$ cat config.mk
export PLATFORM = sky130hd
export DESIGN_NAME = escape_sequence_multi_matcher
export DESIGN_NICKNAME = d
export VERILOG_FILES = /design/src/rtl/core/esmm_pkg.sv /design/src/rtl/core/esmm_pat_step.sv /design/src/rtl/core/esmm_matcher.sv /design/src/rtl/core/escape_sequence_multi_matcher.sv
export SDC_FILE = /design/constraint.sdc
export NUM_CORES = 1
export LEC_CHECK = 0
export ABC_AREA = 0
export BUFFER_PORTS_ARGS = -buffer_cell sky130_fd_sc_hd__buf_4
export CAP_MARGIN = 20
export CORE_AREA = 2 2 143 285
export DETAILED_ROUTE_END_ITERATION = 7
export DIE_AREA = 0 0 145 287
export PLACE_DENSITY_LB_ADDON = 0.08
export RECOVER_POWER = 25
export SYNTH_ARGS = -nofsm -noshare
export SYNTH_HDL_FRONTEND = slang
export SYNTH_SLANG_ARGS = --single-unit
$ cat constraint.sdc
create_clock -name clk -period 14.85 [get_ports clk]
set_input_delay 0.7425 -clock clk [delete_from_list [all_inputs] [get_ports clk]]
set_output_delay 0.7425 -clock clk [all_outputs]
set_load 0.05 [all_outputs]
$ cat src/rtl/core/esmm_pkg.sv
// ----------------------------------------------------------------------------
// esmm_pkg: shared types and constants of the escape-sequence multi-matcher
// Pattern ROM, pattern lengths, group layout, operation and level codes.
// ----------------------------------------------------------------------------
package esmm_pkg;

	localparam int NUM_PATTERNS = 18;
	localparam int PAT_LEN_MAX  = 32;
	localparam int NUM_GROUPS   = 3;
	localparam int POS_W        = 5;
	localparam int LEN_W        = 6;
	localparam int IDX_W        = 4;

	// wildcard codes inside pattern text, and the linefeed code
	localparam logic [7:0] WILD_DIGITS = 8'h05;
	localparam logic [7:0] WILD_PRINT  = 8'h06;
	localparam logic [7:0] WILD_NOT_LF = 8'h04;
	localparam logic [7:0] CHR_LF      = 8'h0A;

	typedef enum logic [1:0] {
		OP_STEP   = 2'd0,
		OP_ENABLE = 2'd1,
		OP_REWIND = 2'd2
	} op_t;

	typedef enum logic [1:0] {
		PL_PROMPT = 2'd0,
		PL_EXEC   = 2'd1,
		PL_EAT    = 2'd2
	} level_t;

	// pattern text, right-justified: first byte sits highest
	typedef logic [8*PAT_LEN_MAX-1:0] pat_word_t;

	localparam pat_word_t PAT_ROM [NUM_PATTERNS] = '{
		"\033[0;30m\033[0m\033[1;37m\033[0m",
		"\033[0;34m\033[0m\033[0;31m\033[0m",
		" \015",
		"\033[\005C",
		"\010",
		"\033[\005K",
		"\033[\005P",
		"\033[\005@",
		"\033[\005D",
		"\007",
		"\033[\005A",
		"\015\004",
		"\015\n",
		"\033P",
		"\033[0;30m\033[0m\033[1;37m\033[0m",
		"\033[0;34m\033[0m\033[0;31m\033[0m",
		"\033P",
		"\006\033\\"
	};

	localparam logic [LEN_W-1:0] PAT_LEN [NUM_PATTERNS] = '{
		6'd22, 6'd22, 6'd2, 6'd4, 6'd1, 6'd4, 6'd4, 6'd4, 6'd4,
		6'd1, 6'd4, 6'd2, 6'd2, 6'd2, 6'd22, 6'd22, 6'd2, 6'd3
	};

	localparam int GRP_FIRST [NUM_GROUPS] = '{0, 14, 17};
	localparam int GRP_COUNT [NUM_GROUPS] = '{14, 3, 1};

	// result of stepping one pattern
	typedef struct packed {
		logic             busy;
		logic             done;
		logic             en_nx;
		logic [POS_W-1:0] pos_nx;
	} pat_res_t;

	// word produced for one item
	typedef struct packed {
		logic             in_progress;
		logic             matched;
		logic [IDX_W-1:0] matched_index;
	} res_t;

	function automatic logic [NUM_PATTERNS-1:0] group_mask(int g);
		logic [NUM_PATTERNS-1:0] m;
		m = '0;
		for (int k = 0; k < NUM_PATTERNS; k++) begin
			if (k >= GRP_FIRST[g] && k < GRP_FIRST[g] + GRP_COUNT[g])
				m[k] = 1'b1;
		end
		return m;
	endfunction

	function automatic logic [IDX_W-1:0] local_index(int k);
		logic [IDX_W-1:0] r;
		r = '0;
		for (int g = 0; g < NUM_GROUPS; g++) begin
			if (k >= GRP_FIRST[g] && k < GRP_FIRST[g] + GRP_COUNT[g])
				r = IDX_W'(k - GRP_FIRST[g]);
		end
		return r;
	endfunction

endpackage

$ cat src/rtl/core/esmm_pat_step.sv
// ----------------------------------------------------------------------------
// esmm_pat_step: one-byte step of a single ROM pattern
// Works out the next position, enable and status of one pattern.
// ----------------------------------------------------------------------------
module esmm_pat_step #(
	parameter int PAT_ID = 0
) (
	input  logic                         en,
	input  logic [esmm_pkg::POS_W-1:0]   pos,
	input  logic [7:0]                   byte_in,
	output esmm_pkg::pat_res_t           res
);

	localparam logic [esmm_pkg::LEN_W-1:0] LEN  = esmm_pkg::PAT_LEN[PAT_ID];
	localparam esmm_pkg::pat_word_t        WORD = esmm_pkg::PAT_ROM[PAT_ID];

	logic [esmm_pkg::POS_W-1:0] posv;
	logic [esmm_pkg::LEN_W-1:0] rev;
	logic [esmm_pkg::LEN_W-1:0] rev_m1;
	logic [esmm_pkg::LEN_W-1:0] adv;
	logic [7:0]                 cur;
	logic [7:0]                 delim;
	logic                       in_run;
	logic                       fail;

	always_comb begin
		// out-of-range position counts as the start
		posv   = ({1'b0, pos} >= LEN) ? '0 : pos;
		rev    = LEN - 6'd1 - {1'b0, posv};
		rev_m1 = rev - 6'd1;
		cur    = WORD[{rev[4:0], 3'b000} +: 8];
		delim  = (rev != '0) ? WORD[{rev_m1[4:0], 3'b000} +: 8] : 8'h00;
		in_run = 1'b0;
		fail   = 1'b0;
		adv    = {1'b0, posv} + 6'd1;

		if (cur == esmm_pkg::WILD_DIGITS || cur == esmm_pkg::WILD_PRINT) begin
			in_run = (cur == esmm_pkg::WILD_DIGITS) ?
				(byte_in >= 8'h30 && byte_in <= 8'h39) :
				(byte_in >= 8'h20 && byte_in <= 8'h7E);
			adv  = {1'b0, posv} + 6'd2;
			fail = (delim != byte_in);
		end else if (cur == esmm_pkg::WILD_NOT_LF) begin
			fail = (byte_in == esmm_pkg::CHR_LF);
		end else begin
			fail = (cur != byte_in);
		end

		res.busy   = 1'b0;
		res.done   = 1'b0;
		res.en_nx  = en;
		res.pos_nx = pos;
		if (en) begin
			if (in_run) begin
				res.busy = 1'b1;
			end else if (fail) begin
				res.en_nx  = 1'b0;
				res.pos_nx = '0;
			end else if (adv >= LEN) begin
				res.done   = 1'b1;
				res.pos_nx = '0;
			end else begin
				res.busy   = 1'b1;
				res.pos_nx = adv[esmm_pkg::POS_W-1:0];
			end
		end
	end

endmodule

$ cat src/rtl/core/esmm_matcher.sv
// ----------------------------------------------------------------------------
// esmm_matcher: pattern state, parallel steppers and priority pick
// Holds position and enable of every pattern and applies one operation.
// ----------------------------------------------------------------------------
module esmm_matcher (
	input  logic                clk,
	input  logic                arst_n,
	input  logic                go,
	input  logic [1:0]          op,
	input  logic [1:0]          pl,
	input  logic [7:0]          byte_in,
	output esmm_pkg::res_t      res
);

	localparam int N = esmm_pkg::NUM_PATTERNS;

	localparam logic [N-1:0] MASK_PROMPT = esmm_pkg::group_mask(0);
	localparam logic [N-1:0] MASK_EXEC   = esmm_pkg::group_mask(1);
	localparam logic [N-1:0] MASK_EAT    = esmm_pkg::group_mask(2);

	logic [esmm_pkg::POS_W-1:0] pos_q [N];
	logic [N-1:0]               en_q;
	logic [esmm_pkg::POS_W-1:0] pos_d [N];
	logic [N-1:0]               en_d;

	esmm_pkg::pat_res_t         pr [N];
	logic [esmm_pkg::IDX_W-1:0] lidx [N];
	logic [N-1:0]               grp;
	logic [N-1:0]               done_g;
	logic [N-1:0]               stepped;
	logic [N-1:0]               first_hot;
	logic                       op_ok;

	for (genvar k = 0; k < N; k++) begin : g_pat
		esmm_pat_step #(.PAT_ID(k)) u_step (
			.en      (en_q[k]),
			.pos     (pos_q[k]),
			.byte_in (byte_in),
			.res     (pr[k])
		);
		assign lidx[k] = esmm_pkg::local_index(k);
	end

	always_comb begin
		op_ok = (op == esmm_pkg::OP_STEP || op == esmm_pkg::OP_ENABLE ||
			op == esmm_pkg::OP_REWIND);
		case (pl)
			esmm_pkg::PL_PROMPT: grp = MASK_PROMPT;
			esmm_pkg::PL_EXEC:   grp = MASK_EXEC;
			esmm_pkg::PL_EAT:    grp = MASK_EAT;
			default:             grp = '0;
		endcase
		if (!op_ok)
			grp = '0;

		for (int k = 0; k < N; k++)
			done_g[k] = grp[k] & pr[k].done;

		// a pattern is skipped once an earlier one in its group completed
		for (int k = 0; k < N; k++) begin
			stepped[k]   = grp[k] & ~(|(done_g & ({N{1'b1}} >> (N - k))));
			first_hot[k] = stepped[k] & pr[k].done;
		end

		res = '0;
		if (op == esmm_pkg::OP_STEP) begin
			res.matched = |first_hot;
			for (int k = 0; k < N; k++) begin
				res.in_progress = res.in_progress | (stepped[k] & pr[k].busy);
				if (first_hot[k])
					res.matched_index = res.matched_index | lidx[k];
			end
		end

		for (int k = 0; k < N; k++) begin
			pos_d[k] = pos_q[k];
			en_d[k]  = en_q[k];
			if (go && grp[k]) begin
				case (op)
					esmm_pkg::OP_STEP: begin
						if (stepped[k]) begin
							pos_d[k] = pr[k].pos_nx;
							en_d[k]  = pr[k].en_nx;
						end
					end
					esmm_pkg::OP_ENABLE: en_d[k]  = 1'b1;
					esmm_pkg::OP_REWIND: pos_d[k] = '0;
					default: ;
				endcase
			end
		end
	end

	always_ff @(posedge clk or negedge arst_n) begin
		if (!arst_n) begin
			en_q <= '0;
			for (int k = 0; k < N; k++)
				pos_q[k] <= '0;
		end else begin
			en_q <= en_d;
			for (int k = 0; k < N; k++)
				pos_q[k] <= pos_d[k];
		end
	end

	// at most one pattern wins the priority pick
	a_one_winner: assert property (@(posedge clk) disable iff (!arst_n)
		$onehot0(first_hot))
		else $error("esmm: more than one completing pattern picked");

	for (genvar k = 0; k < N; k++) begin : g_chk
		// failing resets the position, so a disabled pattern sits at the start
		a_off_at_start: assert property (@(posedge clk) disable iff (!arst_n)
			!en_q[k] |-> pos_q[k] == '0)
			else $error("esmm: disabled pattern with non-zero position");

		a_pos_in_range: assert property (@(posedge clk) disable iff (!arst_n)
			{1'b0, pos_q[k]} < esmm_pkg::PAT_LEN[k])
			else $error("esmm: pattern position beyond pattern end");
	end

endmodule

$ cat src/rtl/core/escape_sequence_multi_matcher.sv
// ----------------------------------------------------------------------------
// escape_sequence_multi_matcher: terminal escape-sequence matcher
// Applies a step, enable or rewind to the chosen pattern group; a step feeds
// one byte and reports the first pattern that completed, with an in-progress flag.
// ----------------------------------------------------------------------------
//
//  channel | handshake          | fields
//  --------+--------------------+------------------------------------------
//  in      | in_valid, in_stall | operation, pattern_group, byte_in
//  out     | out_valid,out_stall| in_progress, matched, matched_index
//
// One word is taken per cycle unless in_stall holds it. A result word is offered
// on out once it is loaded into the result register (input register, then one
// combinational pass through all pattern steppers and the priority pick into
// the result register).
// Pattern state updates on the same edge that loads the result register.
// arst_n clears every position and enable (all patterns disabled) and empties
// both registers. A stall on out holds the result and backs up into in_stall
// only when the result register is full and the input register holds a word.
// ----------------------------------------------------------------------------
module escape_sequence_multi_matcher (
	input  logic                          clk,
	input  logic                          arst_n,
	input  logic                          in_valid,
	output logic                          in_stall,
	input  logic [1:0]                    operation,
	input  logic [1:0]                    pattern_group,
	input  logic [7:0]                    byte_in,
	output logic                          out_valid,
	input  logic                          out_stall,
	output logic                          in_progress,
	output logic                          matched,
	output logic [esmm_pkg::IDX_W-1:0]    matched_index
);

	// input register
	logic       valid_s1;
	logic [1:0] op_s1;
	logic [1:0] pl_s1;
	logic [7:0] byte_s1;

	// result register
	logic           valid_s2;
	esmm_pkg::res_t res_s2;

	esmm_pkg::res_t res_c;
	logic           adv_s1;

	// the input word moves on when the result register is free or draining
	assign adv_s1   = valid_s1 && (!valid_s2 || !out_stall);
	assign in_stall = valid_s1 && !adv_s1;

	esmm_matcher u_matcher (
		.clk     (clk),
		.arst_n  (arst_n),
		.go      (adv_s1),
		.op      (op_s1),
		.pl      (pl_s1),
		.byte_in (byte_s1),
		.res     (res_c)
	);

	always_ff @(posedge clk or negedge arst_n) begin
		if (!arst_n) begin
			valid_s1 <= 1'b0;
		end else if (!in_stall) begin
			valid_s1 <= in_valid;
		end
	end

	// payload needs no reset
	always_ff @(posedge clk) begin
		if (in_valid && !in_stall) begin
			op_s1   <= operation;
			pl_s1   <= pattern_group;
			byte_s1 <= byte_in;
		end
	end

	always_ff @(posedge clk or negedge arst_n) begin
		if (!arst_n) begin
			valid_s2 <= 1'b0;
		end else if (adv_s1) begin
			valid_s2 <= 1'b1;
		end else if (!out_stall) begin
			valid_s2 <= 1'b0;
		end
	end

	always_ff @(posedge clk) begin
		if (adv_s1) begin
			res_s2 <= res_c;
		end
	end

	assign out_valid     = valid_s2;
	assign in_progress   = res_s2.in_progress;
	assign matched       = res_s2.matched;
	assign matched_index = res_s2.matched_index;

	// no match means the index field is zero
	a_idx_zero: assert property (@(posedge clk) disable iff (!arst_n)
		valid_s2 && !res_s2.matched |-> res_s2.matched_index == '0)
		else $error("esmm: index set without a match");

	// only a byte step may report progress or a match
	a_step_only: assert property (@(posedge clk) disable iff (!arst_n)
		adv_s1 && op_s1 != esmm_pkg::OP_STEP |=> !res_s2.matched && !res_s2.in_progress)
		else $error("esmm: status reported on a non-step word");

	// a stalled result word stays put
	a_out_hold: assert property (@(posedge clk) disable iff (!arst_n)
		out_valid && out_stall |=> out_valid && $stable(res_s2))
		else $error("esmm: stalled result word changed");

endmodule

Yosys cells after proc, flatten, opt, wreduce, memory -nomap -nowiden

Index checks and enable logic that the tools add are counted.

Input port bits: 16
Word-level logic and storage cells: 947
Output and inout port bits: 8
Register bits after elaboration: 128

Reductions and logical operators: 123
Add/sub/neg operators: 72
$lt $le $gt $ge: 40
Muxes and demuxes: 379
Bitwise gates (word level): 103
Shift operators: 36
Equality and inequality tests: 150

Operator list:

| operator                                                                             | count |
|---|---|
| 256-bit by 9-bit indexed part select with 8-bit output (first input constant)        | 36 |
| 8-bit by 3-bit == test with 1-bit output (second input constant)                     | 54 |
| 5-bit 2-to-1 mux                                                                     | 72 |
| 8-bit 2-to-1 mux                                                                     | 36 |
| 8-bit inequality test                                                                | 36 |
| 5-bit one-hot mux with 2 select lines                                                | 18 |
| 1-bit 2-to-1 mux                                                                     | 166 |
| 7-bit 2-to-1 mux                                                                     | 18 |
| 5-bit by 1-bit adder with 6-bit output (second input constant)                       | 18 |
| 5-bit by 2-bit adder with 6-bit output (second input constant)                       | 18 |
| 6-bit 2-to-1 mux                                                                     | 18 |
| 6-bit nonzero test                                                                   | 18 |
| 5-bit AND reduction                                                                  | 18 |
| 5-bit by 1-bit subtractor with 5-bit output (second input constant)                  | 18 |
| 2-bit by 1-bit inequality test with 1-bit output (second input constant)             | 37 |
| 1-bit bitwise AND                                                                    | 69 |
| 18-bit one-hot mux with 3 select lines                                               | 1 |
| 3-bit AND reduction                                                                  | 18 |
| 2-bit 2-to-1 mux                                                                     | 21 |
| 1-bit by 5-bit subtractor with 6-bit output (first input constant)                   | 7 |
| 2-bit by 5-bit subtractor with 6-bit output (first input constant)                   | 7 |
| 6-bit by 2-bit greater-or-equal comparator with 1-bit output (second input constant) | 6 |
| 6-bit by 3-bit greater-or-equal comparator with 1-bit output (second input constant) | 6 |
| 2-bit inequality test (second input constant)                                        | 18 |
| 41 further kinds                                                                     | 169 |

Depth between registers and ports, before layout

Gate-level depths: netlist of run 1.

Depth in word-level cells: 33
Depth in mapped cells: 24
Gate-level depth less buffers: 18

Hierarchy

Synthesis of run 1 repeated with hierarchy kept, for this count alone.

Cell total of the unflattened synthesis: 2521
Area total of the unflattened synthesis: 19487.4 um^2

Modules (own cells, without submodules):

| module                                          | area an instance (um^2) | instances | cells an instance | sequential area each (um^2) |
|---|---|---|---|---|
| esmm_matcher                                    | 4983.5                  | 1         | 546               | 2702.6 |
| esmm_pat_step at u_matcher.g_pat[0].u_step ...  | 1864.3                  | 2         | 268               | 0.0 |
| esmm_pat_step at u_matcher.g_pat[15].u_step ... | 1561.5                  | 2         | 228               | 0.0 |
| esmm_pat_step at u_matcher.g_pat[3].u_step      | 935.9                   | 1         | 125               | 0.0 |
| esmm_pat_step at u_matcher.g_pat[17].u_step     | 885.8                   | 1         | 128               | 0.0 |
| esmm_pat_step at u_matcher.g_pat[6].u_step      | 822.0                   | 1         | 112               | 0.0 |
| esmm_pat_step at u_matcher.g_pat[5].u_step      | 762.0                   | 1         | 100               | 0.0 |
| esmm_pat_step at u_matcher.g_pat[7].u_step      | 710.7                   | 1         | 101               | 0.0 |
| esmm_pat_step at u_matcher.g_pat[8].u_step      | 646.9                   | 1         | 93                | 0.0 |
| escape_sequence_multi_matcher                   | 633.1                   | 1         | 26                | 590.6 |
| esmm_pat_step at u_matcher.g_pat[10].u_step     | 548.0                   | 1         | 76                | 0.0 |
| esmm_pat_step at u_matcher.g_pat[12].u_step     | 461.7                   | 1         | 65                | 0.0 |
| esmm_pat_step at u_matcher.g_pat[13].u_step ... | 225.2                   | 2         | 30                | 0.0 |
| esmm_pat_step at u_matcher.g_pat[2].u_step      | 270.3                   | 1         | 30                | 0.0 |
| +3 rows                                         | -                       | -         | -                 | - |

Worst setup path after synthesis of run 1

No wires, ideal clock.

Kind: register to register
Start point: register u_matcher.pos_q[84] in the netlist's numbering
End point: register u_matcher.pos_q[55] in the netlist's numbering
Path slack: 9.689 ns
Data required time: 14.722 ns
Stages on the path, launching flop included: 25
Clock period less this slack: 5.161 ns
Arrival time: 5.034 ns
Path buffers: 6
Path through: dfrtp_1 > buf_2 > buf_1 > o21ai_0 > nand2_1 > inv_1 > ha_1 > inv_1 > ha_1 > clkbuf_1 > clkbuf_1 > nor2_1 > o221ai_1 > o211ai_1 > a21oi_1 > o21ai_0 > xnor2_1 > or4_1 > o21ai_2 > or3b_1 > buf_2 > and2_4 > buf_6 > a31oi_4 > mux2_1

Word-level cells in the longest chain between the ends: 18
Elaborated cells on any way between the ends: 32

RTL lines:

| element                                                             | line                                     | text |
|---|---|---|
| start, declared                                                     | esmm_matcher.sv:21                       | `logic [esmm_pkg::POS_W-1:0] pos_q [N];` |
| start signal, assigned by index                                     | esmm_matcher.sv:102                      | `pos_q[k] <= pos_d[k];` |
| 5-bit greater-or-equal comparator                                   | esmm_pat_step.sv:28                      | `posv = ({1'b0, pos} >= LEN) ? '0 : pos;` |
| 5-bit 2-to-1 mux *                                                  | esmm_pat_step.sv:28                      |  |
| 5-bit by 5-bit subtractor with 6-bit output                         | esmm_pat_step.sv:29                      | `rev = LEN - 6'd1 - {1'b0, posv};` |
| 256-bit by 9-bit indexed part select with 8-bit output              | esmm_pat_step.sv:31                      | `cur = WORD[{rev[4:0], 3'b000} +: 8];` |
| 8-bit by 3-bit == test with 1-bit output, on equally long branches  | esmm_pat_step.sv:37, esmm_pat_step.sv:38 |  |
| 1-bit logical OR                                                    | esmm_pat_step.sv:37                      | `if (cur == esmm_pkg::WILD_DIGITS \|\| cur == esmm_pkg::WILD_PRINT) begin` |
| 6-bit 2-to-1 mux                                                    | esmm_pat_step.sv:37                      |  |
| 6-bit by 5-bit greater-or-equal comparator with 1-bit output        | esmm_pat_step.sv:59                      | `end else if (adv >= LEN) begin` |
| (+2 left out)                                                       | -                                        |  |
| 7-bit 2-to-1 mux *                                                  | esmm_pat_step.sv:54                      | `if (in_run) begin` |
| 8-bit 2-to-1 mux *                                                  | esmm_pat_step.sv:53                      | `if (en) begin` |
| 1-bit bitwise AND *                                                 | esmm_matcher.sv:57                       | `done_g[k] = grp[k] & pr[k].done;` |
| 6-bit OR reduction *                                                | esmm_matcher.sv:61                       | `stepped[k] = grp[k] & ~(\|(done_g & ({N{1'b1}} >> (N - k))));` |
| 1-bit inverter *                                                    | esmm_matcher.sv:61                       |  |
| 1-bit bitwise AND *                                                 | esmm_matcher.sv:61                       |  |
| 2-bit by 1-bit inequality test with 1-bit output (no source line) * | -                                        |  |
| 5-bit AND reduction (no source line) *                              | -                                        |  |

Every way passes the cells marked *; elsewhere a longest branch is shown, timed or not. The select of a mux whose other input is x is not followed.
A chain may end at the register's enable or synchronous reset.

Worst setup path in the final report of run 1

Start point: register u_matcher.pos_q[84] in the netlist's numbering
End point: register u_matcher.pos_q[61] in the netlist's numbering

Word-level cells in the longest chain between the ends: 18
Elaborated cells on any way between the ends: 32

RTL lines:

| element                                                             | line |
|---|---|
| 5-bit greater-or-equal comparator                                   | esmm_pat_step.sv:28 |
| 5-bit 2-to-1 mux *                                                  | esmm_pat_step.sv:28 |
| 5-bit by 5-bit subtractor with 6-bit output                         | esmm_pat_step.sv:29 |
| 256-bit by 9-bit indexed part select with 8-bit output              | esmm_pat_step.sv:31 |
| 8-bit by 3-bit == test with 1-bit output, on equally long branches  | esmm_pat_step.sv:37, esmm_pat_step.sv:38 |
| 1-bit logical OR                                                    | esmm_pat_step.sv:37 |
| 6-bit 2-to-1 mux                                                    | esmm_pat_step.sv:37 |
| 6-bit by 5-bit greater-or-equal comparator with 1-bit output        | esmm_pat_step.sv:59 |
| (+2 left out)                                                       | - |
| 7-bit 2-to-1 mux *                                                  | esmm_pat_step.sv:54 |
| 8-bit 2-to-1 mux *                                                  | esmm_pat_step.sv:53 |
| 1-bit bitwise AND *                                                 | esmm_matcher.sv:57 |
| 5-bit OR reduction *                                                | esmm_matcher.sv:61 |
| 1-bit inverter *                                                    | esmm_matcher.sv:61 |
| 1-bit bitwise AND *                                                 | esmm_matcher.sv:61 |
| 2-bit by 1-bit inequality test with 1-bit output (no source line) * | - |
| 5-bit AND reduction (no source line) *                              | - |

Marked as above.

==> results of run 1 <==
==> worst max-delay path, stage by stage, from the launching register on <==
cell and delay [ns]:
dfrtp_1 0.71, o21ai_0 0.30, nand2_1 0.28, inv_1 0.22, ha_1 0.27, inv_1 0.06
ha_1 0.49, and3_1 0.32, a211oi_2 0.30, o21ai_1 0.24, a221oi_1 0.39, o21ai_1 0.13
xnor2_1 0.15, or4_1 0.56, o21ai_2 0.21, or3b_1 0.67, and2_4 0.35, a41oi_2 0.31
mux2_2 0.37
==> metrics by stage <==
stage                     cells  hold slack, ns
final                      2674          0.4778
after global routing       2674          0.4724
after CTS                  2673          0.2544
after detailed placement   2641          0.4634
after global placement     2640          0.4609
after floorplan            2184          0.4442
==> cell type report <==
| type | count | area (sq um) | area share, % |
|---|---|---|---|
| clock inverter | 15 | 180.2 | 1.023 |
| clock buffer | 17 | 425.4 | 2.415 |
| tap | 525 | 656.9 | 3.729 |
| multi-input combinational | 1863 | 12620 | 71.64 |
| timing repair buffer | 50 | 367.9 | 2.088 |
| sequential | 118 | 3043 | 17.27 |
| inverter | 86 | 322.8 | 1.833 |
==> cells in the mapped netlist, types with 39 or more instances <==
master      n  share of area [%]
xnor2_1    73                4.0
nor2_1    155                3.6
nand3_1    62                1.9
dfrtp_1   100                 16
nor3_1     75                2.3
mux2i_1    56                3.5
nand2b_1   39                1.5
inv_1      82                1.9
a21oi_1    84                2.6
clkbuf_1   79                1.9
ha_1      172                 13
nand2_1   217                5.1
o21ai_0   116                3.6
nor2b_1    52                2.0
==> logic make-up after synthesis <==
group | count (synthesis) | share of synthesized area [%]
AND/OR/NAND/NOR | 860 | 28.15
AO/OA/AOI/OAI | 523 | 22.87
buffers and inverters | 203 | 5.043
adder cells (fa/ha/maj) | 172 | 13.43
flip-flops | 118 | 18.99
XOR/XNOR | 102 | 5.801
multiplexers | 87 | 5.676
other | 2 | 0.04686
==> cell usage in the layout, fill, tap and decap left out, types with 11 or more instances in the layout <==
cell and instances:
xor2_1 25, o22ai_1 12, mux2i_1 56, nand2_1 217, o21a_1 12, a21o_1 19
nand3b_1 16, a21oi_1 84, nor3_1 74, and3_1 35, nor3b_1 21, or3_1 20
nor2_1 155, a211oi_1 21, nand4_1 31, nand3_1 62, dfrtp_1 100, mux2_2 22
buf_4 36, o211ai_1 24, nor4b_1 11, inv_1 82, and2_1 34, nand2b_1 39
edfxtp_1 18, a31oi_1 33, nor2b_1 52, conb_1 119, clkbuf_16 17, a2111oi_0 11
o21ai_0 116, clkbuf_4 12, o31ai_1 17, nor4_1 31, xnor2_1 73, ha_1 172
==> power by group through the flow <==
stage / logic, mW / registers (mW) / clock network, mW
floorplan: 0.221 / 0.369 / 0
global placement: 0.297 / 0.372 / 0
detailed placement: 0.303 / 0.373 / 0
CTS: 0.304 / 0.366 / 0.454
global route: 0.337 / 0.370 / 0.460
finish: 0.309 / 0.367 / 0.442
==> routing by layer <==
layer,global-route usage (%),part of all wire [%],wire [um]
met4,18.02,7.1,3990
met3,3.603,3.7,2103
met2,52.95,54,30690
met5,0,0,0
met1,24.57,35,19550
==> flip-flops by register name (all words and copies together) (netlist names) <==
register	flops
u_matcher.pos_q	80
u_matcher.en_q	18
byte_s1	8
matched_index	4
op_s1	2
pl_s1	2
in_progress	1
matched	1
out_valid	1
valid_s1	1
==> worst min path at each step <==
stage | endpoint | cells after the start
2_1_floorplan | u_matcher.pos_q[4] | 1
3_5_place_dp | u_matcher.pos_q[4] | 1
3_3_place_gp | u_matcher.pos_q[4] | 1
6_report | op_s1[1] | 1
5_1_grt | op_s1[0] | 1
4_1_cts | u_matcher.pos_q[87] | 1
==> reports/results.ini, run 1 <==
[critical_path]
crit_type = register to register
crit_required_ns = 15.19
r2r_cells = 18
cp_max_fo = 25
cp.arrival_ns = 6.81
r2r-end = u_matcher.pos_q[61]
crit_end = u_matcher.pos_q[61]
worstReg2RegStart = u_matcher.pos_q[84]
cp-start-kind = register
r2r_slack_ns = 8.38
crit_path_start = u_matcher.pos_q[84]
endpoint_kind = register

[placed_design]
dpl_cell_area_sq_um = 17010
dpl_worst_slack_ns = 8.501
dpl.hpwl_um = 42900
numPortBuffers = 23
gp_congestion = 0.9209

[synthesis]
synth_cells = 2067
synthFlopType = dfrtp_1
synth_edf_count = 18
yosysWarnings = 0
async_flop_share_pct = 84.75
avgSynthCellArea_sq_um = 7.754
yosysUniqueCellTypes = 106
yosysSeqAreaShare_pct = 18.99
ys_seq_elements = 118
syn-cell-area_sq_um = 16030

[die]
design.portCount = 24
initial_core_util_pct = 40.77
rows = 103
die_area_sq_um = 41620
die_w_um = 145
die_h_um = 287
core-area_sq_um = 39310

[global_route]
grt_antenna_before_repair = 0
track_usage_pct = 26.54
grt_pass1_wl_um = 86890
grt_max_degree = 69
grt-ovfl-total = 0
grt_pass1_vias = 15810

[hold_path]
hp-class = primary input to register
hold_path_startpoint = operation[1]

[drt]
routedWlPerCell_um = 21.07
drtIter0Drc = 992
viasPerCell = 6.035
first_pass_iters = 6
antenna_left = 0
postRouteWirelength_um = 56330
vias = 16140
drc = 0

[layout]
fin_nets = 2324
insertedDiodeCount = 0
area_growth_pct = 9.915
final_core_util_pct = 44.82
drive_gt1_share_pct = 7.492
stdcell_area_sq_um = 17620
fillers = 4007

[cts]
clkSlewWorstSetupHoldPaths_ns = 0.07
clk_path_buf_depth = 2
cts_inserted_buffers = 17
clk_latency_ns = 0.46
cts-hold-fix-buffers = 0
cts_root_buffer = clkbuf_16
cts_tree = done
htree_levels = 4
ctsResizeCount = 0
post_cts_buffers = 0
cts.sinks = 118

[power_and_ir_drop]
p_sw_mw = 0.4181
power_frac_comb_pct = 27.7
powerDensity_nw_per_um2 = 63.47
seq_power_share_pct = 32.8
switching_share_pct = 37.40
p_clk_share_pct = 39.5
leakagePower_nw = 7.501
peakVddDrop_v = 0.00008633
internal_power_mw = 0.6999
power.total_mw = 1.118

[sta]
fin_crit_sh_pct = 43.58
finalCriticalPeriod_ns = 6.471
fin_ws_ns = 8.379
hold_viol = 0
max_slew_margin_pct = -43.88
setup_viol = 0
max_slew.worst_pin.slew_ns = 2.158
rsz0062_at_grt = false
slew_viol_final = 34
setup_tns_ns = 0
skew_ns = 0.01195
max_clock_freq_mhz = 154.5

[run_status]
status = finished, violations left
violations = max-capacitance violations, max-slew violations

[flow_run]
drv_cap = 1

No activity file was read; power rests on OpenSTA's default activity.
==> run 2: changes to the inputs <==
- ABC_AREA: 0 -> 1
- CORE_AREA: 2 2 143 285 -> 2 2 139 276
- DIE_AREA: 0 0 145 287 -> 0 0 141 278
- clock period: 14.85 -> 6.1 ns (I/O delays scaled with it)
==> reports/results.ini, run 2 <==
[run_status]
status = finished, violations left
violations = max-capacitance violations, max-slew violations

[die]
initial_core_util_pct = 40.40  ; -0.38 points
design.portCount = 24  ; unchanged
die_area_sq_um = 39200  ; -5.8%
rows = 100  ; -2.9%
core-area_sq_um = 37160  ; -5.5%
die_h_um = 278  ; -3.1%
die_w_um = 141  ; -2.8%

[synthesis]
avgSynthCellArea_sq_um = 6.284  ; -19%
synth_cells = 2389  ; +16%
yosysTopAreaCell = nand2_1
synthXorXnorAreaFrac_pct = 3.376  ; -2.4 points
synth_edf_count = 18  ; unchanged
post-synth-top-count-cell = nand2_1
ys_seq_elements = 118  ; unchanged
synth_compound_area_share_pct = 11.85  ; -11 points
synth.mux.area_fraction_pct = 0.06668  ; -5.6 points
yosysUniqueCellTypes = 61  ; -42%
async_flop_share_pct = 84.75  ; unchanged
synth_top_family_by_area = simple AND/OR/NAND/NOR gates
syn-cell-area_sq_um = 15010  ; -6.3%
yosys-top-cells-count = 683 x nand2_1, 294 x inv_1, 268 x nor2_1, 242 x nand3_1, 172 x ha_1
synthTopCellsByArea = nand2_1 17%, dfrtp_1 17%, ha_1 14%, nand3_1 8.1%, inv_1 7.4%
synthFlopType = dfrtp_1
synth_fa_ha_area_share_pct = 14.34  ; +0.91 points
synth_top_cell_area_share_pct = 17.08  ; +1.5 points
yosysWarnings = 0  ; unchanged
synth_simple_gate_area_share_pct = 40.70  ; +13 points
yosysSeqAreaShare_pct = 20.27  ; +1.3 points

[layout]
area_growth_pct = 12.29
fin_nets = 2727  ; +17%
largest_register_ff_count = 80  ; unchanged
fillers = 3972  ; -0.87%
instances_no_fill = 3011  ; +13%
final_cell_mix = 683 x nand2_1, 294 x inv_1, 268 x nor2_1
layout_commonest_cell = nand2_1
reg_top3 = u_matcher.pos_q x80, u_matcher.en_q x18, byte_s1 x8
final_core_util_pct = 45.36  ; +0.55 points
drive_gt1_share_pct = 7.328  ; -0.16 points
insertedDiodeCount = 0  ; unchanged
regMostFlops = u_matcher.pos_q

[sta]
setup_tns_ns = 0  ; unchanged
fin_crit_sh_pct = 85.56  ; +42 points
rsz0062_at_grt = false
hold_viol = 0  ; unchanged
skew_ns = 0.01592  ; +0.003968 ns
slew_viol_final = 40  ; +18%
max_slew.worst_pin.slew_ns = 2.364  ; +0.2060 ns
max_slew_margin_pct = -57.61  ; -14 points
fin_ws_ns = 0.8810  ; -7.498 ns
finalCriticalPeriod_ns = 5.219  ; -1.252 ns
setup_viol = 0  ; unchanged
max_clock_freq_mhz = 191.6  ; +24%

[critical_path]
slowest_stage = dfrtp_1
endpoint_kind = register
crit_required_ns = 6.43  ; -8.76 ns
cp_max_fo = 13  ; -48%
cp-start-kind = register
path_common_cell = nand2_1
crit_path_max_incr_delay_ns = 0.47  ; -0.24 ns
crit_path_start = u_matcher.pos_q[86]
cp.arrival_ns = 5.55  ; -1.26 ns
crit_type = register to register
worstReg2RegStart = u_matcher.pos_q[86]

[drt]
antenna_left = 0  ; unchanged
viasPerCell = 5.351  ; -11%
first_pass_iters = 8  ; +2
drc = 0  ; unchanged
drtIter0Drc = 1033  ; +4.1%
routedWlPerCell_um = 17.89  ; -15%
postRouteWirelength_um = 53860  ; -4.4%
vias = 16110  ; -0.16%

[cts]
clk_path_buf_depth = 2  ; unchanged
ctsResizeCount = 0  ; unchanged
htree_levels = 4  ; unchanged
post_cts_buffers = 0  ; unchanged
cts_inserted_buffers = 17  ; unchanged
cts_tree = done
clk_latency_ns = 0.45  ; about the same
cts_root_buffer = clkbuf_16
clkSlewWorstSetupHoldPaths_ns = 0.06  ; about the same
cts.sinks = 118  ; unchanged

[power_and_ir_drop]
p_clk_share_pct = 34.4  ; -5.1 points
powerDensity_nw_per_um2 = 193.8  ; +210%
peakVddDrop_v = 0.0001878  ; +120%
seq_power_share_pct = 32.3  ; -0.5 points
leakagePower_nw = 8.715  ; +16%
power_frac_comb_pct = 33.3  ; +5.6 points
switching_share_pct = 37.77  ; +0.38 points
internal_power_mw = 2.033  ; +190%
p_sw_mw = 1.234  ; +200%

[global_route]
grt-ovfl-total = 0  ; unchanged
track_usage_pct = 27.97  ; +1.4 points
grt_pass1_vias = 16180  ; +2.4%
grt_pass1_wl_um = 84700  ; -2.5%
grt_antenna_before_repair = 0  ; unchanged
grt_max_degree = 63  ; -8.7%

[placed_design]
dpl.hpwl_um = 42290  ; -1.4%
dp_cells = 2978  ; +13%
dpl_worst_slack_ns = 0.9274  ; -7.573 ns
numPortBuffers = 23  ; unchanged
gp_congestion = 0.9678  ; +5.1%

[hold_path]
hold_path_startpoint = pattern_group[0]
hp-class = primary input to register

[flow_run]
drv_cap = 1  ; unchanged

[run 2: cell families after synthesis]
kind of cell,count (synthesis)
AO/OA/AOI/OAI,299
XOR/XNOR,57
adder cells (fa/ha/maj),172
buffers and inverters,358
flip-flops,118
multiplexers,1
other,2
AND/OR/NAND/NOR,1382
[run 2: cell type report]
cell class / count / area (sq um) / area share (%)
clock buffer: 25 / 505.5 / 2.999
clock inverter: 7 / 140.1 / 0.8313
inverter: 317 / 1190 / 7.059
multi-input combinational: 2030 / 11000 / 65.28
sequential: 118 / 3043 / 18.05
tap: 459 / 574.3 / 3.407
timing repair buffer: 55 / 400.4 / 2.375
[run 2: power groups by stage]
stage                     clock network [mW]  registers (mW)  logic (mW)
after global placement                     0            1.06        1.07
final                                   1.12            1.06        1.09
after detailed placement                   0            1.07        1.07
after floorplan                            0            1.05       0.790
after global routing                    1.18            1.07        1.23
after CTS                               1.15            1.06        1.08
[run 2: layer usage]
layer  wire [um]  vias to the layer above  GRT usage [%]  part of all wire, %
li1            -                     7953              -                    -
met1       19040                     7508          27.09                   35
met2       28470                      457          53.56                   53
met3        1896                      194          2.925                  3.5
met4        4452                        0          20.54                  8.3
met5           0                        -              0                    0
[run 2: what timing repair did]
item / in CTS / in global routing
hold buffers: 1 / 0
setup endpoints to repair: 0 / 0
endpoints found under the hold margin: 38 / 0
[run 2: final timing paths]
kind | end | slack (ns) | cells after the start
min in group asynchronous | u_matcher.pos_q[10] | 1.15 | 2
max | u_matcher.pos_q[37] | 0.88 | 34
min reg2reg | u_matcher.pos_q[4] | 0.46 | 2
min | pl_s1[0] | 0.06 | 1
max in group asynchronous | u_matcher.pos_q[87] | 2.98 | 3
max reg2reg | u_matcher.pos_q[37] | 0.88 | 34
[run 2: worst max-delay path, delay by kind of cell (launching register included)]
family / cells / cell delay (ns)
flops: 1 / 0.47
fa+ha+maj: 2 / 0.58
buf+inv: 6 / 0.89
simple gates: 26 / 3.14
[run 2: through the flow]
step | hold WS, ns | power (mW) | area, sq um
detailed placement | 0.3325 | 2.143 | 16220
global route | 0.05084 | 3.481 | 16860
global placement | 0.3355 | 2.133 | 16220
finish | 0.05855 | 3.267 | 16860
CTS | 0.01938 | 3.283 | 16870
floorplan | 0.009409 | 1.842 | 15450
